$ cat config.mk
export PLATFORM = sky130hd
export DESIGN_NAME = srp_queue
export DESIGN_NICKNAME = d
export VERILOG_FILES = /design/src/hw/rtl/srp_pkg.sv /design/src/hw/rtl/srp_queue.sv
export SDC_FILE = /design/constraint.sdc
export NUM_CORES = 2
export LEC_CHECK = 0
export BUFFER_PORTS_ARGS = -buffer_cell sky130_fd_sc_hd__buf_4
export CAP_MARGIN = 30
export CORE_MARGIN = 3
export CORE_UTILIZATION = 57
export DETAILED_ROUTE_END_ITERATION = 12
export GPL_TIMING_DRIVEN = 0
export PLACE_DENSITY = 0.77
export SETUP_SLACK_MARGIN = 0.4
export SYNTH_ARGS = -nofsm -noshare
export SYNTH_HDL_FRONTEND = slang
export SYNTH_SLANG_ARGS = --single-unit
$ cat constraint.sdc
create_clock -name i_clk -period 12.4 [get_ports i_clk]
set_input_delay 0 -clock i_clk [delete_from_list [all_inputs] [get_ports i_clk]]
set_output_delay 0 -clock i_clk [all_outputs]
set_load 0.01 [all_outputs]
$ cat src/hw/rtl/srp_pkg.sv
package srp_pkg;

    localparam int REC_W   = 35;
    localparam int ROW_W   = 32;
    localparam int STYLE_W = 24;
    localparam int RAW_W   = 64;

    // event codes
    localparam logic [1:0] EV_ROW   = 2'd0;
    localparam logic [1:0] EV_CELL  = 2'd1;
    localparam logic [1:0] EV_END   = 2'd2;
    localparam logic [1:0] EV_ERROR = 2'd3;

    // record ids
    localparam logic [REC_W-1:0] ID_ROW       = 35'h0;
    localparam logic [REC_W-1:0] ID_CELL_LO   = 35'h1;
    localparam logic [REC_W-1:0] ID_CELL_HI   = 35'hB;
    localparam logic [REC_W-1:0] ID_SHEET_END = 35'h92;

    typedef struct packed {
        logic [1:0]         event_kind;
        logic [REC_W-1:0]   record_kind;
        logic [ROW_W-1:0]   row_number;
        logic [ROW_W-1:0]   empty_rows_before;
        logic [ROW_W-1:0]   column_offset;
        logic [STYLE_W-1:0] style_index;
        logic [RAW_W-1:0]   raw_value;
    } t_result;

    // results of one byte: up to two, in order
    typedef struct packed {
        logic [1:0] count;
        t_result    first;
        t_result    second;
    } t_step;

endpackage

$ cat src/hw/rtl/srp_queue.sv
module srp_queue #(
    parameter int DEPTH = 8
) (
    input  logic                          i_clk,
    input  logic                          i_rst_n,
    input  srp_pkg::t_step                i_step,
    input  logic                          i_stall,
    output logic                          o_valid,
    output srp_pkg::t_result              o_head,
    output logic [$clog2(DEPTH+1)-1:0]    o_level
);

    localparam int PW = $clog2(DEPTH);
    localparam int LW = $clog2(DEPTH + 1);

    srp_pkg::t_result r_slot [DEPTH];
    logic [PW-1:0]    r_wr_ptr, n_wr_ptr;
    logic [PW-1:0]    r_rd_ptr, n_rd_ptr;
    logic [LW-1:0]    r_count, n_count;
    logic [PW-1:0]    wr_next;
    logic             pop;
    logic [LW:0]      fill_sum;

    function automatic logic [PW-1:0] ptr_inc(input logic [PW-1:0] p);
        logic [PW-1:0] q;
        begin
            q = (p == PW'(DEPTH - 1)) ? '0 : p + PW'(1);
            return q;
        end
    endfunction

    assign o_valid  = (r_count != '0);
    assign o_head   = r_slot[r_rd_ptr];
    assign o_level  = r_count;
    assign pop      = o_valid && !i_stall;
    assign wr_next  = ptr_inc(r_wr_ptr);
    assign fill_sum = (LW+1)'(r_count) + (LW+1)'(i_step.count);

    always_comb begin
        n_count  = LW'(fill_sum - (LW+1)'(pop));
        n_rd_ptr = pop ? ptr_inc(r_rd_ptr) : r_rd_ptr;
        case (i_step.count)
            2'd1:    n_wr_ptr = wr_next;
            2'd2:    n_wr_ptr = ptr_inc(wr_next);
            default: n_wr_ptr = r_wr_ptr;
        endcase
    end

    always_ff @(posedge i_clk) begin
        if (i_step.count != 2'd0) begin
            r_slot[r_wr_ptr] <= i_step.first;
        end
        if (i_step.count == 2'd2) begin
            r_slot[wr_next] <= i_step.second;
        end
    end

    always_ff @(posedge i_clk) begin
        if (!i_rst_n) begin
            r_wr_ptr <= '0;
            r_rd_ptr <= '0;
            r_count  <= '0;
        end else begin
            r_wr_ptr <= n_wr_ptr;
            r_rd_ptr <= n_rd_ptr;
            r_count  <= n_count;
        end
    end

    a_no_overflow: assert property (@(posedge i_clk) disable iff (!i_rst_n)
        fill_sum <= (LW+1)'(DEPTH))
        else $error("result queue overflow");

    a_ptr_gap: assert property (@(posedge i_clk) disable iff (!i_rst_n)
        r_count == '0 |-> r_wr_ptr == r_rd_ptr)
        else $error("empty queue with unequal pointers");

    a_level_bound: assert property (@(posedge i_clk) disable iff (!i_rst_n)
        r_count <= LW'(DEPTH))
        else $error("queue level above depth");

endmodule

# Yosys cells after proc, flatten, opt, wreduce, memory -nomap -nowiden
# Memories as Yosys holds them, arrays and structs flattened. A register that Yosys moved wholly into a read port is not among the register bits.
# Cells that the tools add are included.
# op_classes
add_sub_neg	5
n_eq_ne	5
muxes	10
reduce_logical	5
# op_table
op	n
3-bit two-way mux	5
3-bit by 1-bit adder with 3-bit output (second input constant)	3
3-bit == test (second input constant)	3
3-bit one-hot mux with 2 select lines	1
4-bit by 2-bit adder with 4-bit output	1
1-bit two-way mux	4
2-bit nonzero test	2
4-bit nonzero test	1
4-bit by 1-bit subtractor with 4-bit output	1
2-bit by 1-bit == test with 1-bit output (second input constant)	1
2-bit == test (second input constant)	1
1-bit logical AND	1
1-bit zero test	1
# totals
regBits	10
ram_bits	1768
input_bits	447
out_inout_bits	226
wordCells	29
mem_count	1
# mem_list
name	depth	word_bits	rd	rd_clocked_by_memory_dff	wr	line	text
r_slot	8	221	1	1	2	srp_queue.sv:16	srp_pkg::t_result r_slot [DEPTH];

# Longest topological paths before layout
# depth
word_depth	5
mapped_depth	9
mapped_depth_nobuf	9

# Worst setup path before layout
# OpenSTA, ideal clock, no wires.
# synth_timing
path_type	register -> register
start	register r_wr_ptr[1]
end	memory r_slot[0][0] in the netlist's numbering (enable)
setup_ns	1.729
arrival_time_ns	5.195
required_ns	10.671
slack_ns	5.475
path_stages_with_launch	8
n_path_buf	2
period_less_slack_ns	6.925
cell_sequence	dfxtp_1 ha_1 ha_1 and2b_1 o21ai_1 buf_2 buf_4 nand2_1
# synth_lines
element	line	text
from (decl)	srp_queue.sv:17	logic [PW-1:0] r_wr_ptr, n_wr_ptr;
from (signal assigned)	srp_queue.sv:64	r_wr_ptr <= n_wr_ptr;
to (decl)	srp_queue.sv:16	

==> flow_summary.ini <==
[cells_and_area]
area_growth_syn_to_layout_pct = 24.2
final_cell_area_um2 = 109000
final_cells = 8444
layout-drive-gt1-share_pct = 56.3
num-nets-final = 6671

[die]
rows = 143
pin_count = 673
die-area_um2 = 159000
start_util_pct = 57.7
core_area_um2 = 153000
die_w_um = 399
fp.dieH_um = 399

[sta]
clock_skew_ps = 22.3
maxSlewHeadroom_pct = 32.5
period_share_pct = 38.9
tns_ps = 0
slew_violations = 0
worst_pin_slew_ps = 1010
setup_viol = 0
rsz0062_at_grt = false
final_hold_viol_count = 0
fin_ws_ps = 7570
finalCriticalPeriod_ps = 4830
max_freq_mhz = 207

[cts]
clock-sinks = 1781
clk_path_buf_depth = 3
insertion_delay_ps = 820
cts_tree = done
clk_pin_slew_ps = 60
cts_root_buf = clkbuf_16
numCtsBuffers = 187
h-tree-depth = 4
cts_setup_buffers = 0

[global_routing]
grt_max_degree = 48
grt_pass1_vias = 56300
grt_pass1_wl_mm = 380
overflow = 0
antenna_found_initial = 63
track_usage_pct = 32.7

[setup_path]
required_ps = 12870
cp_data_arrival_time_ps = 5300
crit_type = flop to flop
cp_max_fo = 41
start_kind = flop
cp-end-kind = flop

[pwr]
leakagePower_nw = 37.3
power.internal_mw = 12.1
p_total_mw = 16.6
netSwitchingPower_mw = 4.52
ir_drop_uv = 135
p_per_area_nw_per_um2 = 152
pwr-share-comb_pct = 24.0
seqPwrFrac_pct = 44.1
share_clk_of_total_power_pct = 31.9
swShare_pct = 27.2

[place]
place.port_buffers = 672
placed_cell_area_um2 = 96900
place_inst = 7379
pre_cts_ws_ps = 7670
dp_hpwl_mm = 159
place.gp.congestion = 0.800

[logic_synthesis]
ys_warn_count = 0
syn_area_um2 = 88000
syn_nets = 5094
synth_cell_types = 37
synth-seq-cells = 1781
post_synth.cell_area_avg_um2 = 19.0
synth_cells = 4630
yosysSeqAreaShare_pct = 60.6

[worst_hold_path]
worstHoldPathType = input port to flop

[route]
drc = 0
wl_per_cell_um = 30.8
firstDrtPassIters = 8
drt_iter0_drc = 5933
vias = 53600
vias_per_cell = 6.35
drt-total-wl_mm = 260
ant_nets = 0

[job]
drv_cap = 0

[run_status]
outcome = completed
==> stage by stage <==
step	hold slack [ps]	utilization (%)
floorplan	149	-
global placement	341	62.7
detailed placement	346	63.5
CTS	16.0	71.5
global route	62.2	71.6
finish	83.1	71.6
==> sequential cells by signal, indices dropped and copies added, names as in the netlist, named ones only <==
name	flops
o_level	4
r_rd_ptr	3
r_slot	1768
r_wr_ptr	3
==> synthesized netlist by cell type, drive strengths merged <==
cell | number | area, um^2
a21o | 3 | 22.5
xor2 | 1 | 8.76
and2 | 3 | 18.8
ha | 16 | 200
nand3b | 1 | 7.51
and2b | 1 | 7.51
o21ai | 3 | 15.0
nor2b | 4 | 25.0
o211ai | 1 | 7.51
buf | 251 | 1400
nand2 | 25 | 93.8
a21oi | 3 | 15.0
o211a | 1 | 10.0
fa | 1 | 20.0
o21bai | 1 | 11.3
mux4 | 442 | 9950
nand2b | 1 | 6.26
a21boi | 1 | 7.51
nand3 | 2 | 10.0
inv | 11 | 41.3
mux2 | 1989 | 22400
dfxtp | 13 | 260
nor3b | 1 | 7.51
clkbuf | 69 | 260
nor2 | 5 | 21.3
nand4 | 1 | 6.26
mux2i | 9 | 90.1
edfxtp | 1768 | 53100
nor3 | 2 | 15.0
or3 | 1 | 6.26
==> layout make-up <==
type | count | area, um^2
timing repair buffer | 1388 | 12900
clock buffer | 238 | 4890
buffer | 320 | 1660
sequential | 1781 | 53400
multi-input combinational | 2518 | 33000
inverter | 11 | 41.3
tap | 2030 | 2540
clock inverter | 100 | 746
antenna | 58 | 145
fill | 9435 | 43300
==> routing by layer <==
| layer | up-vias | track usage, % | part of all wire, % |
|---|---|---|---|
| met2 | 2923 | 52.1 | 48 |
| met3 | 542 | 7.04 | 9.8 |
| li1 | 22400 | - | - |
| met5 | - | 0 | 0.050 |
| met4 | 20 | 12.8 | 3.8 |
| met1 | 27700 | 44.3 | 38 |
==> logic make-up (layout without fill, tap and decap cells) <==
logic type                 after synthesis  in the layout  synth area share, %
xor gates and xnor gates                 1              1              0.00995
AOI/OAI and AO/OA                       13             13                0.101
other                                    0             58                    0
and+or+nand+nor                         47             47                0.256
buffers and inverters                  331           2057                 1.93
DFF                                   1781           1781                 60.6
adders and majority gates               17             17                0.250
muxes                                 2440           2440                 36.9
==> cells in the final DEF (no fill, tap or decap), types with 9 or more instances in the layout <==
cell type,n
clkbuf_1,117
clkbuf_16,188
mux2_1,63
mux2_2,1926
edfxtp_1,1768
inv_1,11
dlygate4sd3_1,669
buf_16,38
buf_4,737
mux2i_1,9
buf_1,14
diode_2,58
dfxtp_1,13
nand2_1,19
inv_6,12
clkinv_2,27
clkinv_1,47
ha_1,16
buf_2,173
mux4_2,442
==> repair_timing <==
| item | 4_1_cts | 5_1_grt |
|---|---|---|
| resized for setup | 0 | 0 |
| endpoints found under the hold margin | 1781 | 0 |
| hold buffers | 669 | 0 |
==> final timing paths <==
path,startpoint,endpoint,slack (ps),cells after the start
worst max-delay path,r_wr_ptr[1]$_SDFFE_PN0P_,r_slot[3][96]$_DFFE_PP_,7570,11
worst min register to register,r_rd_ptr[1]$_SDFFE_PN0P_,flop,510,2
worst max register to register,r_wr_ptr[1]$_SDFFE_PN0P_,r_slot[3][96]$_DFFE_PP_,7570,11
worst min-delay path,i_step[337],r_slot[6][116]$_DFFE_PP_,80,3
==> critical path: stages, from the launching register on <==
cell,delay [ps]
dfxtp_1,360
ha_1,200
ha_1,360
and2b_1,280
nand3_1,620
buf_2,520
buf_2,330
nand2_4,520
buf_16,300
buf_16,280
buf_12,270
buf_16,290
==> power by group through the flow <==
| stage | sequential (mW) | combinational, mW | clock (mW) |
|---|---|---|---|
| 3_5_place_dp | 7.45 | 3.75 | 0 |
| 4_1_cts | 7.33 | 3.99 | 5.34 |
| 3_3_place_gp | 7.74 | 3.60 | 0 |
| 6_report | 7.33 | 4.00 | 5.31 |
| 2_1_floorplan | 7.54 | 2.09 | 0 |
| 5_1_grt | 7.36 | 4.20 | 5.57 |
Note: power is estimated with default switching activity, not from simulation.
