**src/hw/rtl/srp_pkg.sv**
```systemverilog
package srp_pkg;

    localparam int REC_W   = 35;
    localparam int ROW_W   = 32;
    localparam int STYLE_W = 24;
    localparam int RAW_W   = 64;

    // event codes
    localparam logic [1:0] EV_ROW   = 2'd0;
    localparam logic [1:0] EV_CELL  = 2'd1;
    localparam logic [1:0] EV_END   = 2'd2;
    localparam logic [1:0] EV_ERROR = 2'd3;

    // record ids
    localparam logic [REC_W-1:0] ID_ROW       = 35'h0;
    localparam logic [REC_W-1:0] ID_CELL_LO   = 35'h1;
    localparam logic [REC_W-1:0] ID_CELL_HI   = 35'hB;
    localparam logic [REC_W-1:0] ID_SHEET_END = 35'h92;

    typedef struct packed {
        logic [1:0]         event_kind;
        logic [REC_W-1:0]   record_kind;
        logic [ROW_W-1:0]   row_number;
        logic [ROW_W-1:0]   empty_rows_before;
        logic [ROW_W-1:0]   column_offset;
        logic [STYLE_W-1:0] style_index;
        logic [RAW_W-1:0]   raw_value;
    } t_result;

    // results of one byte: up to two, in order
    typedef struct packed {
        logic [1:0] count;
        t_result    first;
        t_result    second;
    } t_step;

endpackage

```
**src/hw/rtl/srp_core.sv**
```systemverilog
module srp_core (
    input  logic           i_clk,
    input  logic           i_rst_n,
    input  logic           i_valid,
    input  logic [7:0]     i_data_byte,
    input  logic           i_last_byte,
    output srp_pkg::t_step o_step
);

    typedef enum logic [1:0] {
        PH_ID,
        PH_LEN,
        PH_BODY
    } t_phase;

    t_phase                          r_phase, n_phase;
    logic [srp_pkg::REC_W-1:0]       r_acc, n_acc;
    logic [2:0]                      r_vcnt, n_vcnt;
    logic [srp_pkg::REC_W-1:0]       r_rec_id, n_rec_id;
    logic [srp_pkg::REC_W-1:0]       r_left, n_left;
    logic [4:0]                      r_boff, n_boff;
    logic [63:0]                     r_hdr, n_hdr;
    logic [63:0]                     r_body, n_body;
    logic [srp_pkg::ROW_W-1:0]       r_prev_row, n_prev_row;
    logic                            r_seen_first, n_seen_first;
    logic                            r_in_first, n_in_first;
    logic [srp_pkg::ROW_W-1:0]       r_low_col, n_low_col;
    logic                            r_low_valid, n_low_valid;
    logic                            r_finished, n_finished;

    logic [srp_pkg::REC_W-1:0]       shifted;
    logic                            do_finish;
    logic                            rec_valid;
    srp_pkg::t_result                rec_res;
    logic                            end_valid;
    srp_pkg::t_result                end_res;
    logic [srp_pkg::ROW_W-1:0]       row_nr;
    logic [srp_pkg::ROW_W-1:0]       col;

    // place the 7 payload bits of this varint byte
    always_comb begin
        case (r_vcnt)
            3'd0:    shifted = {28'd0, i_data_byte[6:0]};
            3'd1:    shifted = {21'd0, i_data_byte[6:0], 7'd0};
            3'd2:    shifted = {14'd0, i_data_byte[6:0], 14'd0};
            3'd3:    shifted = {7'd0, i_data_byte[6:0], 21'd0};
            3'd4:    shifted = {i_data_byte[6:0], 28'd0};
            default: shifted = '0;
        endcase
    end

    always_comb begin
        n_phase      = r_phase;
        n_acc        = r_acc;
        n_vcnt       = r_vcnt;
        n_rec_id     = r_rec_id;
        n_left       = r_left;
        n_boff       = r_boff;
        n_hdr        = r_hdr;
        n_body       = r_body;
        n_prev_row   = r_prev_row;
        n_seen_first = r_seen_first;
        n_in_first   = r_in_first;
        n_low_col    = r_low_col;
        n_low_valid  = r_low_valid;
        n_finished   = r_finished;
        do_finish    = 1'b0;
        rec_valid    = 1'b0;
        rec_res      = '0;
        end_valid    = 1'b0;
        end_res      = '0;
        row_nr       = '0;
        col          = '0;

        if (i_valid && !r_finished) begin
            if (r_phase == PH_BODY) begin
                if (r_boff < 5'd8) begin
                    n_hdr[{r_boff[2:0], 3'b000} +: 8] = i_data_byte;
                end else if (r_boff < 5'd16) begin
                    n_body[{r_boff[2:0], 3'b000} +: 8] = i_data_byte;
                end
                if (r_boff < 5'd16) begin
                    n_boff = r_boff + 5'd1;
                end
                n_left = r_left - 35'd1;
                if (n_left == '0 || i_last_byte) begin
                    do_finish = 1'b1;
                    n_phase   = PH_ID;
                end
            end else begin
                n_acc  = r_acc | shifted;
                n_vcnt = r_vcnt + 3'd1;
                if (i_data_byte[7]) begin
                    // continuation: overlong or cut varint is a framing error
                    if (n_vcnt >= 3'd5 || i_last_byte) begin
                        rec_valid            = 1'b1;
                        rec_res.event_kind   = srp_pkg::EV_ERROR;
                        n_finished           = 1'b1;
                    end
                end else if (r_phase == PH_ID) begin
                    n_rec_id = n_acc;
                    n_acc    = '0;
                    n_vcnt   = '0;
                    n_phase  = PH_LEN;
                    if (i_last_byte) begin
                        rec_valid          = 1'b1;
                        rec_res.event_kind = srp_pkg::EV_ERROR;
                        n_finished         = 1'b1;
                    end
                end else begin
                    n_left = n_acc;
                    n_acc  = '0;
                    n_vcnt = '0;
                    n_boff = '0;
                    n_hdr  = '0;
                    n_body = '0;
                    if (n_left == '0 || i_last_byte) begin
                        do_finish = 1'b1;
                        n_phase   = PH_ID;
                    end else begin
                        n_phase = PH_BODY;
                    end
                end
            end

            if (do_finish) begin
                row_nr = n_hdr[31:0];
                col    = n_hdr[31:0];
                if (r_rec_id == srp_pkg::ID_ROW) begin
                    rec_valid          = 1'b1;
                    rec_res.event_kind = srp_pkg::EV_ROW;
                    rec_res.row_number = row_nr;
                    if (r_seen_first) begin
                        n_in_first = 1'b0;
                        if (row_nr > r_prev_row) begin
                            rec_res.empty_rows_before = row_nr - r_prev_row - 32'd1;
                        end
                    end
                    n_seen_first = 1'b1;
                    n_prev_row   = row_nr;
                end else if (r_seen_first) begin
                    if (r_rec_id inside {[srp_pkg::ID_CELL_LO:srp_pkg::ID_CELL_HI]}) begin
                        if (n_boff >= 5'd8) begin
                            rec_valid           = 1'b1;
                            rec_res.event_kind  = srp_pkg::EV_CELL;
                            rec_res.record_kind = r_rec_id;
                            rec_res.row_number  = r_prev_row;
                            rec_res.style_index = n_hdr[55:32];
                            rec_res.raw_value   = n_body;
                            if (r_in_first && (!r_low_valid || col < r_low_col)) begin
                                n_low_col   = col;
                                n_low_valid = 1'b1;
                            end
                            // a new minimum gives offset zero, same as no offset
                            if (r_low_valid && col > r_low_col) begin
                                rec_res.column_offset = col - r_low_col;
                            end
                        end
                    end else if (r_rec_id == srp_pkg::ID_SHEET_END) begin
                        rec_valid           = 1'b1;
                        rec_res.event_kind  = srp_pkg::EV_END;
                        rec_res.record_kind = srp_pkg::ID_SHEET_END;
                        n_finished          = 1'b1;
                    end
                end
            end

            if (i_last_byte && !n_finished) begin
                end_valid          = 1'b1;
                end_res.event_kind = srp_pkg::EV_END;
                n_finished         = 1'b1;
            end
        end

        o_step = '0;
        if (rec_valid) begin
            o_step.count  = end_valid ? 2'd2 : 2'd1;
            o_step.first  = rec_res;
            o_step.second = end_res;
        end else begin
            o_step.count = end_valid ? 2'd1 : 2'd0;
            o_step.first = end_res;
        end
    end

    always_ff @(posedge i_clk) begin
        if (!i_rst_n) begin
            r_phase      <= PH_ID;
            r_acc        <= '0;
            r_vcnt       <= '0;
            r_rec_id     <= '0;
            r_left       <= '0;
            r_boff       <= '0;
            r_hdr        <= '0;
            r_body       <= '0;
            r_prev_row   <= '0;
            r_seen_first <= 1'b0;
            r_in_first   <= 1'b1;
            r_low_col    <= '0;
            r_low_valid  <= 1'b0;
            r_finished   <= 1'b0;
        end else begin
            r_phase      <= n_phase;
            r_acc        <= n_acc;
            r_vcnt       <= n_vcnt;
            r_rec_id     <= n_rec_id;
            r_left       <= n_left;
            r_boff       <= n_boff;
            r_hdr        <= n_hdr;
            r_body       <= n_body;
            r_prev_row   <= n_prev_row;
            r_seen_first <= n_seen_first;
            r_in_first   <= n_in_first;
            r_low_col    <= n_low_col;
            r_low_valid  <= n_low_valid;
            r_finished   <= n_finished;
        end
    end

    a_quiet_after_end: assert property (@(posedge i_clk) disable iff (!i_rst_n)
        r_finished |-> o_step.count == 2'd0)
        else $error("result produced after the sheet ended");

    a_error_alone: assert property (@(posedge i_clk) disable iff (!i_rst_n)
        o_step.count == 2'd2 |->
            o_step.first.event_kind != srp_pkg::EV_ERROR &&
            o_step.second.event_kind == srp_pkg::EV_END)
        else $error("bad result pair");

    a_last_ends: assert property (@(posedge i_clk) disable iff (!i_rst_n)
        i_valid && i_last_byte && !r_finished |=> r_finished)
        else $error("final byte did not end the sheet");

    a_count_range: assert property (@(posedge i_clk) disable iff (!i_rst_n)
        o_step.count != 2'd3)
        else $error("more than two results for one byte");

endmodule

```
**config.mk**
```make
export PLATFORM = sky130hd
export DESIGN_NAME = srp_core
export DESIGN_NICKNAME = d
export VERILOG_FILES = /design/src/hw/rtl/srp_pkg.sv /design/src/hw/rtl/srp_core.sv
export SDC_FILE = /design/constraint.sdc
export NUM_CORES = 1
export LEC_CHECK = 0
export BUFFER_PORTS_ARGS = -buffer_cell sky130_fd_sc_hd__buf_2
export CAP_MARGIN = 5
export CELL_PAD_IN_SITES_DETAIL_PLACEMENT = 0
export CELL_PAD_IN_SITES_GLOBAL_PLACEMENT = 1
export CORE_MARGIN = 2
export CORE_UTILIZATION = 43
export DETAILED_ROUTE_END_ITERATION = 8
export GPL_TIMING_DRIVEN = 0
export PLACE_DENSITY_LB_ADDON = 0.1
export SLEW_MARGIN = 20
export SYNTH_ARGS = -nofsm -noshare
export SYNTH_HDL_FRONTEND = slang
export SYNTH_SLANG_ARGS = --single-unit
```
**constraint.sdc**
```tcl
create_clock -name i_clk -period 10.5 [get_ports i_clk]
set_input_delay 0.525 -clock i_clk [delete_from_list [all_inputs] [get_ports i_clk]]
set_output_delay 0.525 -clock i_clk [all_outputs]
set_load 0.02 [all_outputs]
```
-- After elaboration in Yosys (flattened, before gate mapping)
Cells that the tools add are included.
- flip-flop bits (word level): 311
- input port bits: 12
- output and inout bits: 444
- logic and storage cells: 163
- add/subtract/negate cells: 7
- $lt $le $gt $ge: 9
- eq/ne operators: 12
- shift-type cells: 2
- multiplexer cells: 89
- bitwise gates (word level): 4
- reduce and logical (&&, ||, !) cells: 25
- operators with widths (operator ; number):
    two-way mux 221 bit ; 3
    two-way mux 64 bit ; 10
    two-way mux 120 bit ; 4
    two-way mux 223 bit ; 1
    two-way mux 32 bit ; 6
    two-way mux 35 bit ; 5
    case mux 35 bit (5 select lines) ; 1
    two-way mux 69 bit ; 2
    bitwise mux 64 bit ; 2
    logical NOT 35 bit ; 3
    two-way mux 37 bit ; 2
    > comparator 32 bit ; 2
    variable shift 8 x 8 -> 64 bit, first input constant ; 1
    variable part select 8 x 8 -> 64 bit ; 1
    subtractor 32 bit ; 2
    == test 35 x 8 -> 1 bit, second input constant ; 1
    >= comparator 35 x 1 -> 1 bit, second input constant ; 1
    <= comparator 35 x 4 -> 1 bit, second input constant ; 1
    OR 35 bit ; 1
    subtractor 35 x 1 -> 35 bit, second input constant ; 1
    two-way mux 1 bit ; 33
    < comparator 32 bit ; 1
    subtractor 32 x 1 -> 32 bit, second input constant ; 1
    two-way mux 2 bit ; 14
    27 further kinds ; 49

-- Logic depth before layout (Yosys ltp)
- word-level depth: 18
- depth in mapped cells: 24
- mapped depth without buffers: 21

-- Worst setup path after synthesis
No wires, ideal clock.
- path type: reg-to-output
- from: register r_boff[0]
- to: output port o_step[371] (netlist bit)
- arrival time: 5.689 ns
- data required time: 9.975 ns
- path slack: 4.286 ns
- cell stages (with the launch flop): 18
- path buffers: 1
- path through: dfxtp_1 > clkbuf_1 > inv_1 > ha_1 > ha_1 > nor4_1 > nand2_1 > mux2i_1 > nor2_1 > ha_1 > fa_1 > a211oi_1 > o21ai_0 > a21oi_1 > a21oi_1 > o41ai_1 > o21bai_1 > a2111oi_0
- RTL lines (element ; RTL line ; text):
    from (decl) ; srp_core.sv:21 ; logic [4:0] r_boff, n_boff;
    from (signal assigned) ; srp_core.sv:208 ; r_boff <= n_boff;
    to (decl) ; srp_core.sv:7 ; output srp_pkg::t_step o_step

==> flow_metrics.py <==
metrics = {
    "timing": {
        "hold_viol_final": 0,
        "tightestPinTransition_ps": 1160,
        "tns_ps": 0,
        "period_share_pct": 75.8,
        "rsz0062_at_grt": "false",
        "fin_ws_ps": 2550,
        "skew_ps": 16.3,
        "worst_hold_slack_ps": 254,
        "timing.fmax_ghz": 0.126,
        "fin_crit_ps": 7950,
        "setup_viol": 0,
        "relSlewSlack_pct": 22.6,
        "slew_violations": 0,
    },
    "synth": {
        "yosysSeqAreaShare_pct": 29.0,
        "synth_area_leader_cell": "dfxtp_1",
        "synth_top_family_by_area": "simple AND/OR/NAND/NOR gates",
        "synth_ff_type": "dfxtp_1",
        "synth_edf_count": 0,
        "syn-cell-area_um2": 20900,
        "synth_top_area_share_pct": 29.0,
        "postSynthCellCount": 2987,
        "synth_area_leaders": "dfxtp_1 (29%), a21oi_1 (9.1%), buf_4 (9.0%)",
        "synth_compound_area_share_pct": 24.0,
        "synth_seq_cells": 303,
        "ys_warn_count": 0,
        "synth.distinct_cells": 76,
        "synth-simple-area-share_pct": 24.2,
        "synthMuxAreaShare_pct": 1.25,
        "syn_area_per_cell_um2": 7.00,
        "synth-xor-area-share_pct": 2.31,
        "async_reset_ff_share_pct": 0,
        "synthAdderAreaFrac_pct": 5.04,
    },
    "cts": {
        "clock_sinks": 303,
        "cts_setup_buffers": 0,
        "cts_resized": 0,
        "cts-buffers-inserted": 37,
        "cts_tree": "yes",
        "root_buffer": "clkbuf_16",
        "clockBufferDepth": 3,
        "htree_levels": 2,
        "cts_hold_buf": 0,
        "clkSlewWorstSetupHoldPaths_ps": 60,
        "clk_latency_ps": 560,
    },
    "routing": {
        "drcViolationCount": 0,
        "routed_via_density": 5.49,
        "vias": 22606,
        "drtAntennaViolNets": 0,
        "post_drt_wl_per_cell_um": 19.1,
        "routed_wirelength_um": 78700,
        "first_pass_iters": 6,
        "drt-initial-drc-count": 2055,
    },
    "global_route": {
        "grt_pass1_vias": 20431,
        "antenna_found_initial": 3,
        "grt_max_degree": 14,
        "grt_pass1_wl_um": 118000,
        "grt.overflow.total": 0,
        "grt_usage_pct": 29.8,
    },
    "die": {
        "dieArea_um2": 50400,
        "initial_utilization_pct": 43.7,
        "fp.dieH_um": 224,
        "rows": 80,
        "die_w_um": 224,
        "io_pins": 456,
        "core_um2": 47800,
    },
    "final_layout": {
        "n_antenna_cell": 0,
        "area_delta_synth_final_pct": 18.9,
        "drive_above_1_share_pct": 15.5,
        "seq_area_um2": 6070,
        "nFillCells": 4882,
        "multi_input_area_um2": 12800,
        "layout_common_cells": "nor2_1 (469), a21oi_1 (379), nand2_1 (325)",
        "nets": 3573,
        "final_common_cell": "nor2_1",
        "finalCoreUtilization_pct": 51.9,
    },
    "critical_path": {
        "cp_num_buf_inv": 6,
        "cp_slowest_cell": "nor4_1",
        "crit_chain": "clkbuf_1, inv_1, ha_1, ha_1, nor4_1, nand2_1, mux2i_1, nor2_1, inv_1, ha_1, inv_1, fa_1, a21oi_1, o221ai_1, o311ai_0, a21oi_1, o211ai_1, a21boi_0, nand4b_1, clkbuf_1, nor2_1, buf_2",
        "cp-start-kind": "flip-flop",
        "path_max_fanout": 10,
        "r2r_setup_slack_ps": 3580,
        "max_stage_delay_ps": 550,
        "crit_type": "flip-flop to output port",
        "cpLargestDelayFamily": "simple AND/OR/NAND/NOR gates",
        "worstPathRequired_ps": 9980,
        "end_kind": "output port",
        "crit_arrival_ps": 7430,
    },
    "power_and_ir_drop": {
        "p_int_mw": 2.17,
        "p_sw_mw": 0.945,
        "p_seq_share_pct": 37.9,
        "ir_worst_vdd_uv": 94.5,
        "leakage_nw": 10.6,
        "powerDensity_nw_per_um2": 125,
        "clkPwrFrac_pct": 42.1,
        "swShare_pct": 30.4,
        "comb_power_share_pct": 20.0,
    },
    "placement": {
        "port_buffers": 202,
        "place_hpwl_um": 61300,
        "routabilityCongestion": 0.952,
        "dp_slack_ps": 3170,
    },
    "min_path": {
        "hp-class": "input port to flip-flop",
    },
    "flow_run": {
        "maxCapViolations": 0,
    },
    "run_status": {
        "status": "complete, no violations",
    },
}
-- worst register-to-register path, cell delays in order, from the launching register on --
cell      delay, ps
dfxtp_1         380
clkbuf_1        310
inv_1           180
ha_1            260
ha_1            370
nor4_1          550
nand2_1         470
mux2i_1         270
nor2_1          180
inv_1           200
ha_1            190
inv_1            70
fa_1            420
a21oi_1         260
o221ai_1        220
o311ai_0        600
a21oi_1         240
o211ai_1        220
a21boi_0        230
nor2b_1         160
clkbuf_1        320
clkbuf_1        400
nand3_1         140
a21oi_1         180
-- Yosys cell counts, drive strengths merged (3+ instances only) --
library cell / count
nor2: 469
xnor2: 25
or2: 8
nor3b: 6
nor4b: 3
buf: 274
nand2b: 16
a31oi: 17
nor4: 35
nand3b: 4
o21a: 8
a21o: 29
and4: 4
and2: 20
or3: 15
mux2i: 25
o2111ai: 4
o211ai: 8
a32oi: 7
a22oi: 98
nand3: 79
ha: 81
a211oi: 43
o21ai: 178
inv: 98
dfxtp: 303
nand4b: 6
a2111oi: 4
nand4: 21
or4: 13
o31ai: 10
nand2: 325
xor2: 30
nor2b: 22
and3: 13
o211a: 4
a21oi: 379
o22ai: 11
o21bai: 12
o32ai: 3
o41ai: 6
nor3: 76
clkbuf: 167
-- area by class of cell --
cell class / instances / area share, %
flip-flops and latches: 303 / 24.4
repair buffers: 204 / 4.13
multi-input cells: 2393 / 51.5
clock inverters: 10 / 0.650
plain buffers: 441 / 10.5
inverters: 98 / 1.48
clock buffers: 51 / 4.18
well taps: 615 / 3.10
-- stage by stage --
stage / power (mW) / instances / cell area (um^2)
6_report: 3.11 / 4115 / 24800
3_5_place_dp: 1.81 / 4054 / 23600
5_1_grt: 3.21 / 4115 / 24800
4_1_cts: 3.10 / 4115 / 24800
2_1_floorplan: 1.67 / 3235 / 21800
3_3_place_gp: 1.80 / 4052 / 23600
-- logic make-up after synthesis --
logic type,after synthesis
simple gates,1138
flops,303
other cells,1
fa+ha+maj,83
compound gates,842
buf+inv,539
mux,26
xor+xnor,55
-- flip-flops by register name, summed over array words and instances (netlist names), 2 cells and up --
name        count
r_prev_row     32
r_phase         2
r_low_col      32
r_acc          35
r_vcnt          3
r_rec_id       35
r_hdr          56
r_left         35
r_boff          5
r_body         64
-- worst paths after layout --
path,from,endpoint,cells after the start
worst min register to register,r_prev_row[23],r_prev_row[23],2
worst max-delay path,r_boff[0],o_step[324],22
worst min-delay path,i_valid,r_finished,2
worst max register to register,r_boff[0],r_low_col[26],23
-- per-layer routing --
metal,up-vias,global-route usage [%],wire length [um]
met4,4,9.51,2200
met1,10604,40.0,33600
met2,1003,49.4,36500
met5,-,0,18
li1,10841,-,-
met3,154,3.93,6370
-- power by group through the flow --
stage	clock [mW]	sequential, mW	combinational [mW]
after floorplan	0	1.20	0.474
after global placement	0	1.20	0.601
after detailed placement	0	1.20	0.602
after CTS	1.32	1.18	0.604
after global routing	1.37	1.18	0.669
final	1.31	1.18	0.622
Note: power is estimated with default switching activity, not from simulation.
